==> config.mk <==
export PLATFORM = sky130hd
export DESIGN_NAME = fcags_penalty
export DESIGN_NICKNAME = d
export VERILOG_FILES = /design/src/design/fcags_pkg.sv /design/src/design/fcags_penalty.sv
export SDC_FILE = /design/constraint.sdc
export NUM_CORES = 2
export LEC_CHECK = 0
export BUFFER_PORTS_ARGS = -buffer_cell sky130_fd_sc_hd__clkbuf_2
export CORE_UTILIZATION = 62
export CTS_BUF_LIST = sky130_fd_sc_hd__clkbuf_8
export DETAILED_ROUTE_END_ITERATION = 10
export GPL_TIMING_DRIVEN = 0
export PLACE_DENSITY = 0.8
export SYNTH_ARGS = -nofsm -noshare
export SYNTH_HDL_FRONTEND = slang
export SYNTH_SLANG_ARGS = --single-unit
==> constraint.sdc <==
create_clock -name clk -period 8.9 [get_ports clk]
set_input_delay 1.335 -clock clk [delete_from_list [all_inputs] [get_ports clk]]
set_output_delay 1.335 -clock clk [all_outputs]
set_load 0.02 [all_outputs]
==> src/design/fcags_pkg.sv <==
// Shared types and constants for the fragment chain scorer.
// Used by fcags_penalty and fragment_chain_affine_gap_score_core; no dependencies.
package fcags_pkg;

	localparam int CFG_W   = 24;  // penalty register width
	localparam int SCORE_W = 32;  // fragment score width
	localparam int PEN_W   = 47;  // rounded penalty width, saturating
	localparam int OUT_W   = 47;  // chain score width
	localparam int RUN_W   = 63;  // running score, signed
	localparam int PDATA_W = 32;
	localparam int PADDR_W = 4;

	localparam logic [CFG_W-1:0] MISMATCH_RESET   = CFG_W'(256);
	localparam logic [CFG_W-1:0] GAP_OPEN_RESET   = CFG_W'(0);
	localparam logic [CFG_W-1:0] GAP_EXTEND_RESET = CFG_W'(256);

	typedef enum logic [1:0] {
		REG_MISMATCH   = 2'd0,
		REG_GAP_OPEN   = 2'd1,
		REG_GAP_EXTEND = 2'd2
	} cfg_reg_t;

	// Load enables for the two registers inside a penalty unit.
	typedef struct packed {
		logic load_s3;
		logic load_s4;
	} pen_ctl_t;

endpackage

==> src/design/fcags_penalty.sv <==
// Penalty unit: round((base + rate * count) / 2^FRAC_BITS), ties to even, saturating.
// Two registered stages (product, rounded result). Depends on fcags_pkg.
module fcags_penalty import fcags_pkg::*; #(
	parameter int COUNT_W   = 32,
	parameter int FRAC_BITS = 8
) (
	input  logic               clk,
	input  pen_ctl_t           ctl,
	input  logic [CFG_W-1:0]   base,
	input  logic [CFG_W-1:0]   rate,
	input  logic [COUNT_W-1:0] count,
	output logic [PEN_W-1:0]   pen
);

	localparam int MW = CFG_W + COUNT_W;
	localparam int XW = MW + 1;
	localparam int QW = XW - FRAC_BITS;
	localparam int SW = (QW > PEN_W) ? QW : PEN_W;
	localparam logic [PEN_W-1:0] PEN_MAX = '1;

	logic [MW-1:0]    prod;
	logic [XW-1:0]    total_s3;
	logic [QW-1:0]    rounded;
	logic [SW-1:0]    rounded_w;
	logic [PEN_W-1:0] pen_next;
	logic [PEN_W-1:0] pen_s4;

	assign prod = MW'(rate) * MW'(count);

	always_ff @(posedge clk) begin
		if (ctl.load_s3) begin
			total_s3 <= XW'(base) + XW'(prod);
		end
	end

	generate
		if (FRAC_BITS == 0) begin : g_no_frac
			assign rounded = total_s3;
		end else begin : g_frac
			localparam logic [FRAC_BITS-1:0] HALF = FRAC_BITS'(1) << (FRAC_BITS - 1);
			logic [QW-1:0]        quot;
			logic [FRAC_BITS-1:0] rem;
			logic                 round_up;
			assign quot     = total_s3[XW-1:FRAC_BITS];
			assign rem      = total_s3[FRAC_BITS-1:0];
			assign round_up = (rem > HALF) || ((rem == HALF) && quot[0]);
			assign rounded  = quot + QW'(round_up);
		end
	endgenerate

	always_comb begin
		rounded_w = SW'(rounded);
		if (rounded_w > SW'(PEN_MAX)) begin
			pen_next = PEN_MAX;
		end else begin
			pen_next = rounded_w[PEN_W-1:0];
		end
	end

	always_ff @(posedge clk) begin
		if (ctl.load_s4) begin
			pen_s4 <= pen_next;
		end
	end

	assign pen = pen_s4;

endmodule

After elaboration in Yosys (flattened, before gate mapping)

Index checks and enable logic that the tools add are counted.

Bits in registers: 104
Output and inout port bits: 47
Logic and storage cells: 10

Add/sub/neg operators: 2
Multiply operators: 1
$lt $le $gt $ge: 2
Equality and inequality tests: 1
Reductions and logical operators: 2

Operator list:

| cell                 | count |
|---|---|
| $add 24x56->57       | 1 |
| $mul 24x32->56       | 1 |
| $add 49x1->49        | 1 |
| $gt 49x47->1 const B | 1 |
| $eq 8x8->1 const B   | 1 |
| $gt 8x8->1 const B   | 1 |
| $logic_and 1x1->1    | 1 |
| $logic_or 1x1->1     | 1 |

Depth between registers and ports, before layout

Depth in word-level cells: 5
Gate-level depth with buffers: 26

Worst setup path before layout

OpenSTA, ideal clock, no wires.

Kind: in2reg
Start: in rate[3]
End: reg total_s3[54] (data pin)
Arrival time: 7.382 ns
Slack: 1.257 ns
Stages on the path: 24
Path through: clkbuf_1 nand2_1 fa_1 inv_1 fa_1 inv_1 fa_1 fa_1 inv_1 fa_1 fa_1 inv_1 fa_1 inv_1 ha_1 clkbuf_1 nand4_1 or4_1 nor4b_1 a2111o_1 nand2_2 nor3_1 nor4_2 xnor2_1

Longest elaborated chain between the ends: 2

RTL lines:

| what                 | line                | text |
|---|---|---|
| from (decl)          | fcags_penalty.sv:10 | `input logic [CFG_W-1:0] rate,` |
| $mul 24x32->56       | fcags_penalty.sv:28 | `assign prod = MW'(rate) * MW'(count);` |
| $add 24x56->57       | fcags_penalty.sv:32 | `total_s3 <= XW'(base) + XW'(prod);` |
| to (signal assigned) | fcags_penalty.sv:32 |  |
| to (decl)            | fcags_penalty.sv:22 | `logic [XW-1:0] total_s3;` |

Every way passes these cells.
A chain may end at the register's enable or synchronous reset.

Worst setup path after layout

Start: in rate[1]
End: reg total_s3[51] (data pin)

Same word-level chain as after synthesis.

==> run metrics <==
IO Pins 130; cell mode on critical path fa_1; Max FO, Critical Path 10; GRT met1 Usage 50.14%; outcome complete, no violations; Max clock buf depth 2; FF+latch count, synth 104; largest net degree at the start of global routing 58; synthesis-to-layout area growth 5.635%; Post-synth EDFFs 104; Worst-Skew Late Latency 0.39 ns; CP arrival 8.94 ns; Top Usage Layer GRT met2; Final setup violation count 0; DRT Wirelength 92740 um; Core Region 46950 sq um; Root Driver clkbuf_8; via count 22800; slowest stage cell, crit path fa_1; worst rel slew slack 18.59%; most common cell in the netlist inv_1; detailed-route DRC error count 0; CTS tree yes; CTS Hold Bufs 0; # Max-Cap Violations 0; actual slew at the worst max-slew pin 1.221 ns; r2r worst-path depth 13; required time of the worst setup path 9.03 ns; RR Startpoint total_s3[7]; WHS Endpoint pen[24]; Synth Area in Compound Gates 4.062%; Vias per Instance 5.777; min-delay src total_s3[32]; synthesized area 29820 sq um; R2R Path End pen[39]; register area share after synthesis 10.47%; Setup crit start kind primary input; post-route ant nets 0; Post-synth ARST share 0%; initial antenna violation count 3; Non-Filler Instances 3947; num rows 79; final hold vios 0; vias in the first global route 24136; R2R Setup Slk 5.20 ns; Mapped Avg Cell Area 9.345 sq um; Synth top area share 45.72%; Post-Synth XOR/XNOR Area 2.878%; largest family of logic cells by synthesized area adder cells; HPWL after detailed placement 78740 um; Initial Utilization 63.51%; Synth area leaders fa_1 46%, edfxtp_1 10%, inv_1 9.2%; routed len/inst 23.50 um; Crit. End Element flop; GRT Total Usage 39.28%; Post-Place Cells 3927; max incr delay on CP 0.66 ns; Syn Nets 4160; most frequent cells after synthesis 728 x inv_1, 681 x fa_1, 482 x nand2_1, 394 x and2_1, 205 x ha_1; multiplexer share of the synthesized area 0%; Synth Instances 3191; Hold WC Path Type reg2reg; first-pass GRT wire length 141200 um; CTS sink cnt 104; Setup Skew 0.01250 ns; Simple-Gate Fraction of Synth Area 17.09%; pins over their slew limit 0; clock-pin slew on the worst setup and hold paths 0.10 ns; post-layout min period 8.805 ns; ys flop type edfxtp_1; die extent in x 221.3 um; drt pass-1 iters 8; Synth Area in Adders 54.32%; GR Overflow Total 0; crit path cell chain clkbuf_2 > clkbuf_2 > and2_1 > fa_1 > fa_1 > inv_1 > fa_1 > fa_1 > fa_1 > inv_1 > fa_1 > inv_1 > fa_1 > inv_1 > ha_1 > a211oi_1 > nand2_1 > o211a_1 > o21ai_0 > o311ai_2 > a221oi_2 > o31ai_2 > a31oi_1 > xnor2_1; gpl congestion 1.030; Setup CP Type in2reg; IO Port Bufs 129; cell taking the most area after synthesis fa_1; WHS Path Cells 2; final core utilization 67.09%; Die Y 221.3 um; layout cells sized above 1 5.995%; RSZ-0062 raised after global routing yes; Distinct cells, synth 60; period utilization 98.93%; area of the die 48980 sq um; Iteration-0 DRC Markers 2074; FMAX 113.6 MHz; final net count 4301; Ys Warns 0; total CTS buffers 9; grt met3 use 6.812%; H-tree depth 3; GR Layer Usage met2 62.26%
-- state kept, by name, summed over array words and instances (netlist names) --
register  count
pen          47
total_s3     57
-- routing by layer --
layer / up-vias / share of wire (%)
met5: - / 0
met1: 11577 / 37
met2: 1218 / 46
li1: 9692 / -
met4: 0 / 7.9
met3: 313 / 9.1
-- through the flow --
step	worst slack, ns	hold slack, ns	area [sq um]	setup TNS, ns
2_1_floorplan	1.257	0.5464	29820	0
3_3_place_gp	-0.4579	0.5707	31220	-3.670
3_5_place_dp	-0.5014	0.5749	31220	-4.463
4_1_cts	0.01672	0.6041	31400	0
5_1_grt	-0.03408	0.6316	31490	-0.08708
6_report	0.09500	0.5973	31500	0
-- how the worst max path moves through the flow --
stage                        end     from  slack (ns)  depth (start not counted)
floorplan           total_s3[54]  rate[3]        1.26                         24
global placement    total_s3[51]  rate[1]       -0.46                         24
finish              total_s3[51]  rate[1]         0.1                         24
global route        total_s3[39]  rate[1]       -0.03                         23
CTS                 total_s3[56]  rate[1]        0.02                         24
detailed placement  total_s3[51]  rate[1]       -0.50                         24
-- cells in the final DEF (no fill, tap or decap), types with 31 or more instances in the layout --
cell / Yosys / layout
clkbuf_1: 151 / 113
o21ai_0: 33 / 33
a21oi_1: 64 / 64
xor2_1: 42 / 42
nand3_1: 31 / 31
and2_1: 394 / 394
edfxtp_1: 104 / 104
inv_1: 728 / 729
xnor2_1: 56 / 56
clkbuf_2: 0 / 164
nand2_1: 482 / 482
nor2_1: 54 / 54
fa_1: 681 / 681
ha_1: 205 / 205
-- critical path: cells and delay by family --
kind / cells / cell delay [ns]
xor gates and xnor gates: 1 / 0.09
adders and majority gates: 8 / 4.12
and+or+nand+nor: 2 / 0.44
buffers and inverters: 6 / 0.92
AOI/OAI and AO/OA: 7 / 2.04
-- repair_timing --
item | CTS | global route
setup endpoints to repair | 5 | 13
resized for setup | 3 | 82
cloned | 0 | 0
buffers inserted | 0 | 0
-- kinds of logic (layout without fill, tap and decap cells) --
group           Yosys count  in the layout
buf+inv                 886           1031
xor+xnor                 98             98
simple gates           1031           1031
fa+ha+maj               886            886
other cells               0              4
flops                   104            104
compound gates          186            186
-- area by class of cell --
| type | instances | area (sq um) |
|---|---|---|
| Antenna cell | 4 | 10.01 |
| Buffer | 158 | 650.6 |
| Clock buffer | 9 | 123.9 |
| Clock inverter | 6 | 36.28 |
| Fill cell | 3868 | 15450 |
| Inverter | 728 | 2733 |
| Multi-Input combinational cell | 2201 | 23400 |
| Sequential cell | 104 | 3123 |
| Tap cell | 607 | 759.5 |
| Timing Repair Buffer | 130 | 665.6 |
Power is not shown: default switching activity piles up to over one toggle a cycle in this logic, so the estimate is an artifact.
